`config.mk`:
```
export PLATFORM = sky130hd
export DESIGN_NAME = encoder_frame_parser
export DESIGN_NICKNAME = d
export VERILOG_FILES = /design/src/efp_pkg.sv /design/src/encoder_frame_parser.sv /design/src/efp_front.sv /design/src/efp_queue.sv /design/src/efp_back.sv
export SDC_FILE = /design/constraint.sdc
export NUM_CORES = 1
export LEC_CHECK = 0
export ABC_CLOCK_PERIOD_IN_PS = 8600
export BUFFER_PORTS_ARGS = -buffer_cell sky130_fd_sc_hd__buf_2
export CORE_MARGIN = 4
export CORE_UTILIZATION = 60
export CTS_BUF_LIST = sky130_fd_sc_hd__clkbuf_8 sky130_fd_sc_hd__clkbuf_16
export CTS_CLUSTER_SIZE = 16
export DETAILED_ROUTE_END_ITERATION = 8
export PLACE_DENSITY = 0.79
export SYNTH_ARGS = -nofsm -noshare
export SYNTH_HDL_FRONTEND = slang
export SYNTH_SLANG_ARGS = --single-unit
```
`constraint.sdc`:
```
create_clock -name clock -period 8.6 [get_ports clock]
set_input_delay 1.72 -clock clock [delete_from_list [all_inputs] [get_ports clock]]
set_output_delay 1.72 -clock clock [all_outputs]
set_load 0.05 [all_outputs]
```
`src/efp_pkg.sv`:
```
`default_nettype none
package efp_pkg;

   localparam int FIELD_BUFFER_BYTES = 64;
   localparam int CHAR_CNT_W         = $clog2(FIELD_BUFFER_BYTES);

   localparam int QUEUE_DEPTH = 4;
   localparam int QUEUE_PTR_W = $clog2(QUEUE_DEPTH);
   localparam int QUEUE_CNT_W = QUEUE_PTR_W + 1;

   localparam logic [7:0] CH_STAR  = 8'h2a;
   localparam logic [7:0] CH_ZERO  = 8'h30;
   localparam logic [7:0] CH_NINE  = 8'h39;
   localparam logic [7:0] CH_R_UP  = 8'h52;
   localparam logic [7:0] CH_R_LO  = 8'h72;
   localparam logic [7:0] CH_COMMA = 8'h2c;
   localparam logic [7:0] CH_PLUS  = 8'h2b;
   localparam logic [7:0] CH_MINUS = 8'h2d;
   localparam logic [7:0] CH_SPACE = 8'h20;
   localparam logic [7:0] CH_TAB   = 8'h09;
   localparam logic [7:0] CH_CR    = 8'h0d;

   localparam logic [18:0] DATA_MASK_SHORT = 19'h3ffff;
   localparam logic [18:0] DATA_MASK_LONG  = 19'h7ffff;

   typedef struct packed {
      logic [7:0] raw;
      logic       blank;
      logic       sign;
      logic       minus;
      logic       digit;
      logic [3:0] digit_value;
      logic       comma;
   } token_type;

   typedef enum logic [1:0] {
      PHASE_LEAD,
      PHASE_DIGITS,
      PHASE_DONE
   } phase_type;

   typedef struct packed {
      logic [18:0] data_value;
      logic        trailing_zero;
      logic        parity_bit;
      logic        decoder_error;
      logic        signal_watchdog;
      logic        quadrature_error;
      logic        decoder_status;
      logic [31:0] frame_count;
      logic        overflow;
   } result_type;

   typedef struct packed {
      logic                   valid;
      logic                   full;
      logic [QUEUE_CNT_W-1:0] count;
   } queue_status_type;

endpackage
`default_nettype wire

```
`src/encoder_frame_parser.sv`:
```
`default_nettype none
// Serial frame parser for an absolute encoder.
// req_ channel: one received character per word on req_rx_byte, taken when
// req_valid is high and req_stall low. The parser hunts for the header *0R0
// (letter in either case), then reads a decimal field up to a comma: leading
// white space skipped, optional sign, digits up to the first non-digit, the
// 32-bit value wrapping.
// rsp_ channel: one word per comma, with flags from value bits 4..0, data
// bits from bit 5 on, the status bit and the good-frame count. A field of
// too many characters gives a word with rsp_overflow set and all else zero.
// csr_ port: csr_write_data is the short data mode bit, written when
// csr_write_enable is high (18 data bits and status at bit 24 when set).
// Throughput: one character per cycle while req_stall is low. A character
// is written into a four-word queue, then read by the parser, which
// registers the word for a comma in the output register behind rsp_valid.
// When the receiver stalls, the result waits in the output register; the
// parser keeps taking characters that give no result, and req_stall rises
// once the queue is full.
// Reset clears the mode, the frame count, the queue and the parser, which
// then hunts for a header.
module encoder_frame_parser (
   input  wire logic        clock,
   input  wire logic        reset,
   input  wire logic        req_valid,
   output logic             req_stall,
   input  wire logic [7:0]  req_rx_byte,
   output logic             rsp_valid,
   input  wire logic        rsp_stall,
   output logic [18:0]      rsp_data_value,
   output logic             rsp_trailing_zero,
   output logic             rsp_parity_bit,
   output logic             rsp_decoder_error,
   output logic             rsp_signal_watchdog,
   output logic             rsp_quadrature_error,
   output logic             rsp_decoder_status,
   output logic [31:0]      rsp_frame_count,
   output logic             rsp_overflow,
   input  wire logic        csr_write_enable,
   input  wire logic        csr_write_data
);
   import efp_pkg::*;

   logic             short_mode_ff, short_mode_in;
   queue_status_type queue_status;
   token_type        push_token;
   token_type        pop_token;
   logic             push;
   logic             pop;
   result_type       rsp;

   assign short_mode_in = csr_write_enable ? csr_write_data : short_mode_ff;

   always_ff @(posedge clock) begin
      if (reset) begin
         short_mode_ff <= 1'b0;
      end else begin
         short_mode_ff <= short_mode_in;
      end
   end

   efp_front u_front (
      .req_valid    (req_valid),
      .req_rx_byte  (req_rx_byte),
      .req_stall    (req_stall),
      .queue_status (queue_status),
      .push         (push),
      .token        (push_token)
   );

   efp_queue u_queue (
      .clock     (clock),
      .reset     (reset),
      .push      (push),
      .push_data (push_token),
      .pop       (pop),
      .pop_data  (pop_token),
      .status    (queue_status)
   );

   efp_back u_back (
      .clock       (clock),
      .reset       (reset),
      .token_valid (queue_status.valid),
      .token       (pop_token),
      .short_mode  (short_mode_ff),
      .pop         (pop),
      .rsp_stall   (rsp_stall),
      .rsp_valid   (rsp_valid),
      .rsp         (rsp)
   );

   assign rsp_data_value       = rsp.data_value;
   assign rsp_trailing_zero    = rsp.trailing_zero;
   assign rsp_parity_bit       = rsp.parity_bit;
   assign rsp_decoder_error    = rsp.decoder_error;
   assign rsp_signal_watchdog  = rsp.signal_watchdog;
   assign rsp_quadrature_error = rsp.quadrature_error;
   assign rsp_decoder_status   = rsp.decoder_status;
   assign rsp_frame_count      = rsp.frame_count;
   assign rsp_overflow         = rsp.overflow;

   a_queue_bound: assert property (@(posedge clock) disable iff (reset)
      queue_status.count <= QUEUE_CNT_W'(QUEUE_DEPTH))
      else $error("queue count beyond depth");

   a_overflow_clean: assert property (@(posedge clock) disable iff (reset)
      rsp_valid && rsp_overflow |-> (rsp_frame_count == 32'd0) && (rsp_data_value == 19'd0))
      else $error("overflow word carries data");

   a_no_word_from_nothing: assert property (@(posedge clock) disable iff (reset)
      !queue_status.valid && !rsp_valid |=> !rsp_valid)
      else $error("result word without a queued character");

   a_full_queue_stalls: assert property (@(posedge clock) disable iff (reset)
      queue_status.full && !pop |=> queue_status.full)
      else $error("queue drained without a pop");

endmodule
`default_nettype wire

```
`src/efp_front.sv`:
```
`default_nettype none
module efp_front (
   input  wire logic                      req_valid,
   input  wire logic [7:0]                req_rx_byte,
   output logic                           req_stall,
   input  wire efp_pkg::queue_status_type queue_status,
   output logic                           push,
   output efp_pkg::token_type             token
);
   import efp_pkg::*;

   assign req_stall = queue_status.full;
   assign push      = req_valid && !queue_status.full;

   always_comb begin
      token             = '0;
      token.raw         = req_rx_byte;
      token.blank       = (req_rx_byte == CH_SPACE) ||
                          ((req_rx_byte >= CH_TAB) && (req_rx_byte <= CH_CR));
      token.sign        = (req_rx_byte == CH_PLUS) || (req_rx_byte == CH_MINUS);
      token.minus       = (req_rx_byte == CH_MINUS);
      token.digit       = (req_rx_byte >= CH_ZERO) && (req_rx_byte <= CH_NINE);
      token.digit_value = req_rx_byte[3:0];
      token.comma       = (req_rx_byte == CH_COMMA);
   end

endmodule
`default_nettype wire

```
`src/efp_queue.sv`:
```
`default_nettype none
module efp_queue (
   input  wire logic                 clock,
   input  wire logic                 reset,
   input  wire logic                 push,
   input  wire efp_pkg::token_type   push_data,
   input  wire logic                 pop,
   output efp_pkg::token_type        pop_data,
   output efp_pkg::queue_status_type status
);
   import efp_pkg::*;

   token_type              mem_ff [QUEUE_DEPTH];
   logic [QUEUE_PTR_W-1:0] wr_ptr_ff, wr_ptr_in;
   logic [QUEUE_PTR_W-1:0] rd_ptr_ff, rd_ptr_in;
   logic [QUEUE_CNT_W-1:0] count_ff, count_in;
   logic                   do_push, do_pop;

   assign do_push = push && (count_ff != QUEUE_CNT_W'(QUEUE_DEPTH));
   assign do_pop  = pop && (count_ff != '0);

   always_comb begin
      wr_ptr_in = do_push ? wr_ptr_ff + 1'b1 : wr_ptr_ff;
      rd_ptr_in = do_pop  ? rd_ptr_ff + 1'b1 : rd_ptr_ff;
      count_in  = count_ff;
      if (do_push && !do_pop) begin
         count_in = count_ff + 1'b1;
      end else if (do_pop && !do_push) begin
         count_in = count_ff - 1'b1;
      end
   end

   always_ff @(posedge clock) begin
      if (reset) begin
         wr_ptr_ff <= '0;
         rd_ptr_ff <= '0;
         count_ff  <= '0;
      end else begin
         wr_ptr_ff <= wr_ptr_in;
         rd_ptr_ff <= rd_ptr_in;
         count_ff  <= count_in;
      end
   end

   always_ff @(posedge clock) begin
      if (do_push) begin
         mem_ff[wr_ptr_ff] <= push_data;
      end
   end

   assign pop_data     = mem_ff[rd_ptr_ff];
   assign status.valid = (count_ff != '0);
   assign status.full  = (count_ff == QUEUE_CNT_W'(QUEUE_DEPTH));
   assign status.count = count_ff;

endmodule
`default_nettype wire

```
`src/efp_back.sv`:
```
`default_nettype none
module efp_back (
   input  wire logic          clock,
   input  wire logic          reset,
   input  wire logic          token_valid,
   input  wire efp_pkg::token_type token,
   input  wire logic          short_mode,
   output logic               pop,
   input  wire logic          rsp_stall,
   output logic               rsp_valid,
   output efp_pkg::result_type rsp
);
   import efp_pkg::*;

   logic [31:0]           window_ff, window_in;
   logic                  in_field_ff, in_field_in;
   logic [31:0]           acc_ff, acc_in;
   logic                  negative_ff, negative_in;
   phase_type             phase_ff, phase_in;
   logic [CHAR_CNT_W-1:0] count_ff, count_in;
   logic [31:0]           good_ff, good_in;
   logic                  rsp_valid_ff, rsp_valid_in;
   result_type            rsp_ff, rsp_in;

   logic [31:0] shifted;
   logic        header_hit;
   logic        field_full;
   logic        emit;
   logic        restart;
   logic [31:0] acc_times_ten;
   logic [31:0] value;
   result_type  result;

   assign shifted    = {window_ff[23:0], token.raw};
   assign header_hit = (shifted[31:24] == CH_STAR) && (shifted[23:16] == CH_ZERO) &&
                       ((shifted[15:8] == CH_R_UP) || (shifted[15:8] == CH_R_LO)) &&
                       (shifted[7:0] == CH_ZERO);
   assign field_full = (count_ff >= CHAR_CNT_W'(FIELD_BUFFER_BYTES - 1));
   assign emit       = in_field_ff && (field_full || token.comma);
   // a word with no result never waits on the output side
   assign pop        = token_valid && (!emit || !rsp_valid_ff || !rsp_stall);
   assign acc_times_ten = {acc_ff[28:0], 3'b000} + {acc_ff[30:0], 1'b0} +
                          {28'd0, token.digit_value};

   // next state
   always_comb begin
      window_in   = window_ff;
      in_field_in = in_field_ff;
      acc_in      = acc_ff;
      negative_in = negative_ff;
      phase_in    = phase_ff;
      count_in    = count_ff;
      good_in     = good_ff;
      restart     = 1'b0;
      if (pop) begin
         if (!in_field_ff) begin
            window_in = shifted;
            if (header_hit) begin
               restart     = 1'b1;
               in_field_in = 1'b1;
            end
         end else if (field_full || token.comma) begin
            restart     = 1'b1;
            in_field_in = 1'b0;
            if (!field_full) begin
               good_in = good_ff + 32'd1;
            end
         end else begin
            count_in = count_ff + 1'b1;
            case (phase_ff)
               PHASE_LEAD: begin
                  if (token.sign) begin
                     negative_in = token.minus;
                     phase_in    = PHASE_DIGITS;
                  end else if (!token.blank) begin
                     if (token.digit) begin
                        acc_in   = acc_times_ten;
                        phase_in = PHASE_DIGITS;
                     end else begin
                        phase_in = PHASE_DONE;
                     end
                  end
               end
               PHASE_DIGITS: begin
                  if (token.digit) begin
                     acc_in = acc_times_ten;
                  end else begin
                     phase_in = PHASE_DONE;
                  end
               end
               default: begin
                  phase_in = PHASE_DONE;
               end
            endcase
         end
         if (restart) begin
            window_in   = '0;
            acc_in      = '0;
            negative_in = 1'b0;
            phase_in    = PHASE_LEAD;
            count_in    = '0;
         end
      end
   end

   // result word
   always_comb begin
      value  = negative_ff ? (32'd0 - acc_ff) : acc_ff;
      result = '0;
      if (field_full) begin
         result.overflow = 1'b1;
      end else begin
         result.data_value       = value[23:5] & (short_mode ? DATA_MASK_SHORT : DATA_MASK_LONG);
         result.trailing_zero    = value[0];
         result.parity_bit       = value[1];
         result.decoder_error    = value[2];
         result.signal_watchdog  = value[3];
         result.quadrature_error = value[4];
         result.decoder_status   = short_mode ? value[24] : value[25];
         result.frame_count      = good_ff + 32'd1;
      end
   end

   always_comb begin
      rsp_valid_in = rsp_valid_ff;
      rsp_in       = rsp_ff;
      if (pop && emit) begin
         rsp_valid_in = 1'b1;
         rsp_in       = result;
      end else if (rsp_valid_ff && !rsp_stall) begin
         rsp_valid_in = 1'b0;
      end
   end

   always_ff @(posedge clock) begin
      if (reset) begin
         window_ff    <= '0;
         in_field_ff  <= 1'b0;
         acc_ff       <= '0;
         negative_ff  <= 1'b0;
         phase_ff     <= PHASE_LEAD;
         count_ff     <= '0;
         good_ff      <= '0;
         rsp_valid_ff <= 1'b0;
      end else begin
         window_ff    <= window_in;
         in_field_ff  <= in_field_in;
         acc_ff       <= acc_in;
         negative_ff  <= negative_in;
         phase_ff     <= phase_in;
         count_ff     <= count_in;
         good_ff      <= good_in;
         rsp_valid_ff <= rsp_valid_in;
      end
   end

   always_ff @(posedge clock) begin
      rsp_ff <= rsp_in;
   end

   assign rsp_valid = rsp_valid_ff;
   assign rsp       = rsp_ff;

endmodule
`default_nettype wire

```
==> impl_metrics.tcl <==
set metrics [dict create \
    finalSetupViolations 0 \
    yosysWarningCount 0 \
    ys.flop_type "edfxtp_1" \
    synth_top_area_cell "edfxtp_1" \
    drv_cap 0 \
    netSwitchingFraction 0.300 \
    rsz0062_at_grt "no" \
    fin_crit_sh 0.535 \
    clkTransAtPathRegs_ps 60 \
    leakage_nw 4.78 \
    fmax_ghz 0.217 \
    cts-resized-gates 0 \
    drive_gt1_frac 0.123 \
    port_buffers 73 \
    drt-initial-drc-count 469 \
    pin_count 74 \
    dp_hpwl_um 14400 \
    hold_viol_final 0 \
    vdd_drop_max_mv 0.164 \
    grt_use_met1 0.293 \
    antenna_found_initial 0 \
    vias 7574 \
    power_mw 2.69 \
    tightest_slew_ps 1030 \
    root_buffer "clkbuf_16" \
    pwr-share-clk 0.337 \
    synth_top_area_frac 0.315 \
    clkLatencyLatePin_ps 500 \
    yosysSeqAreaShare 0.512 \
    power_density_nw_per_um2 230 \
    via_per_inst 5.83 \
    multi_input_area_um2 4890 \
    wl_um 21200 \
    max_slew_margin 0.313 \
    worstPathRequired_ps 9020 \
    die_y_um 140 \
    arrival_ps 5020 \
    pwr-share-comb 0.198 \
    initial_core_util 0.608 \
    fill_cells 1271 \
    wl_per_cell_um 16.3 \
    grt_pass1_wl_um 35700 \
    async_flop_share 0 \
    startpoint_type "flop" \
    worst_clock_skew_ps 11.0 \
    synth_edf_count 110 \
    hold_class "reg -> reg" \
    cts_setup_buffers 0 \
    htree_levels 1 \
    grt_max_degree 95 \
    numClockSinks 213 \
    status "completed" \
    use_met3 0.0314 \
    seqCellArea_um2 5370 \
    track_usage 0.216 \
    place.gp.congestion 0.878 \
    rows 48 \
    tns_ps 0 \
    seqPwrFrac 0.464 \
    grt_pass1_vias 7329 \
    cts_made_buffers 22 \
    grt_util_met2 0.362 \
    die_w_um 140 \
    overflow 0 \
    insertedDiodeCount 0 \
    nets 1129 \
    area_growth_pct 11.7 \
    cts_tree "done" \
    ys_types 68 \
    crit_fanout 13 \
    period_minus_slack_ps 4600 \
    drt-pass1-iter-count 5 \
    internal_power_mw 1.88 \
    worst_setup_path_end_kind "flop" \
    core_um2 17200 \
    syn_area_per_cell_um2 10.5 \
    drc 0 \
    critical_path_class "reg -> reg" \
    syn_inst 996 \
    syn_area_um2 10500 \
    dieArea_um2 19600 \
    syn_nets 1067 \
    ys_ff_latch 213 \
    clk_path_buf_depth 3 \
    grt_busiest_layer "met2" \
    synth_area_leaders "edfxtp_1, dfxtp_1, ha_1" \
    p_switching_mw 0.808 \
    detail-route-antenna-nets 0 \
    drv_slew 0 \
    hold_buffers 0 \
]
-- per-layer routing --
metal	part of all wire	wire length, um
met5	0	0
met4	0.023	491
met3	0.060	1280
met2	0.48	10200
met1	0.43	9190
-- power by group through the flow --
stage	registers, mW	clock network [mW]	logic, mW
finish	1.25	0.908	0.534
global route	1.26	0.974	0.585
CTS	1.25	0.925	0.534
detailed placement	1.27	0	0.530
global placement	1.26	0	0.514
floorplan	1.28	0	0.385
-- layout make-up --
type	count	share of cell area
clock buffers	22	0.0470
clock inverters	18	0.0125
inverters	20	0.00641
multi-input cells	723	0.417
flip-flops and latches	213	0.458
well taps	225	0.0240
repair buffers	78	0.0344
-- state kept, by name, indices dropped and copies added (netlist names), named ones only --
name and cells:
u_back.acc_ff 26, u_back.count_ff 6, u_queue.count_ff 3, u_queue.wr_ptr_ff 2
short_mode_ff 1, u_back.window_ff 24, u_back.rsp_valid 1, u_queue.mem_ff 52
u_back.negative_ff 1, u_back.good_ff 32, u_back.phase_ff 2, u_queue.rd_ptr_ff 2
u_back.rsp 58, u_back.in_field_ff 1
-- worst max-delay path, cell delays in order (launching register included) --
cell and delay [ps]:
dfxtp_1 860, mux4_1 720, ha_1 310, ha_1 210, inv_1 70, fa_1 180, nor2b_1 70, o31a_1 270
o2111ai_1 270, nand4b_1 210, a2111oi_0 590, nor3_1 100, or4b_1 510, a21oi_1 150
-- final timing paths --
check                                                   start  cells after the start  slack (ps)                              to
worst max-delay path                                     flop                     13        4000  u_back.acc_ff[18]$_SDFFE_PP0P_
worst min-delay path            u_back.rsp_valid$_SDFFE_PP0P_                      2         490   u_back.rsp_valid$_SDFFE_PP0P_
worst max register to register                           flop                     13        4000  u_back.acc_ff[18]$_SDFFE_PP0P_
worst min register to register  u_back.rsp_valid$_SDFFE_PP0P_                      2         490   u_back.rsp_valid$_SDFFE_PP0P_
-- synth_stat cells, types with 5 or more instances --
master    count
and2_1        9
nor2_1      169
nand3_1      22
o21ai_0      26
a21o_1        9
and3_1        9
inv_1        20
xor2_1       64
clkbuf_1     29
nand2_1      72
ha_1         54
nor2b_1       6
buf_1         6
or3_1        15
a21oi_1      50
nor4_1        7
dfxtp_1     103
nand4_1      18
or4_1         5
a22oi_1      25
nor3_1       25
a31oi_1       7
xnor2_1      45
mux4_2       10
edfxtp_1    110
o31ai_1       8
-- per-stage QoR --
step | cells | hold slack (ps) | setup slack, ps | utilization | instance area, um2
final | 1299 | 489 | 4000 | 0.679 | 11700
after global routing | 1299 | 518 | 3660 | 0.679 | 11700
after CTS | 1299 | 493 | 4000 | 0.679 | 11700
after detailed placement | 1259 | 484 | 4050 | 0.639 | 11000
after global placement | 1259 | 470 | 4190 | 0.639 | 11000
after floorplan | 996 | 463 | 3570 | - | 10500
-- kinds of logic (layout without fill, tap and decap cells) --
group,count (synthesis),after routing,share of synthesized area
AND/OR/NAND/NOR,386,386,0.175
flip-flops,213,213,0.512
AO/OA/AOI/OAI,154,154,0.0958
XOR/XNOR,109,109,0.0911
buffers and inverters,60,138,0.0233
adder cells (fa/ha/maj),57,57,0.0702
multiplexers,17,17,0.0328
-- placed cells by master, fill, tap and decap left out, types with 5 or more instances in the layout --
master and n:
nor2_1 168, edfxtp_1 110, dfxtp_1 103, buf_2 73, nand2_1 72, xor2_1 64
ha_1 54, a21oi_1 50, xnor2_1 45, o21ai_0 26, inv_1 25, a22oi_1 25
nor3_1 24, nand3_1 22, clkbuf_16 22, nand4_1 18, or3_1 15, mux4_2 10
and3_1 9, and2_1 9, a21o_1 9, o31ai_1 8, nor4_1 7, a31oi_1 7
nor2b_1 6, or4_1 5, clkinv_1 5, buf_4 5
Power figures use the tool's default switching activity.
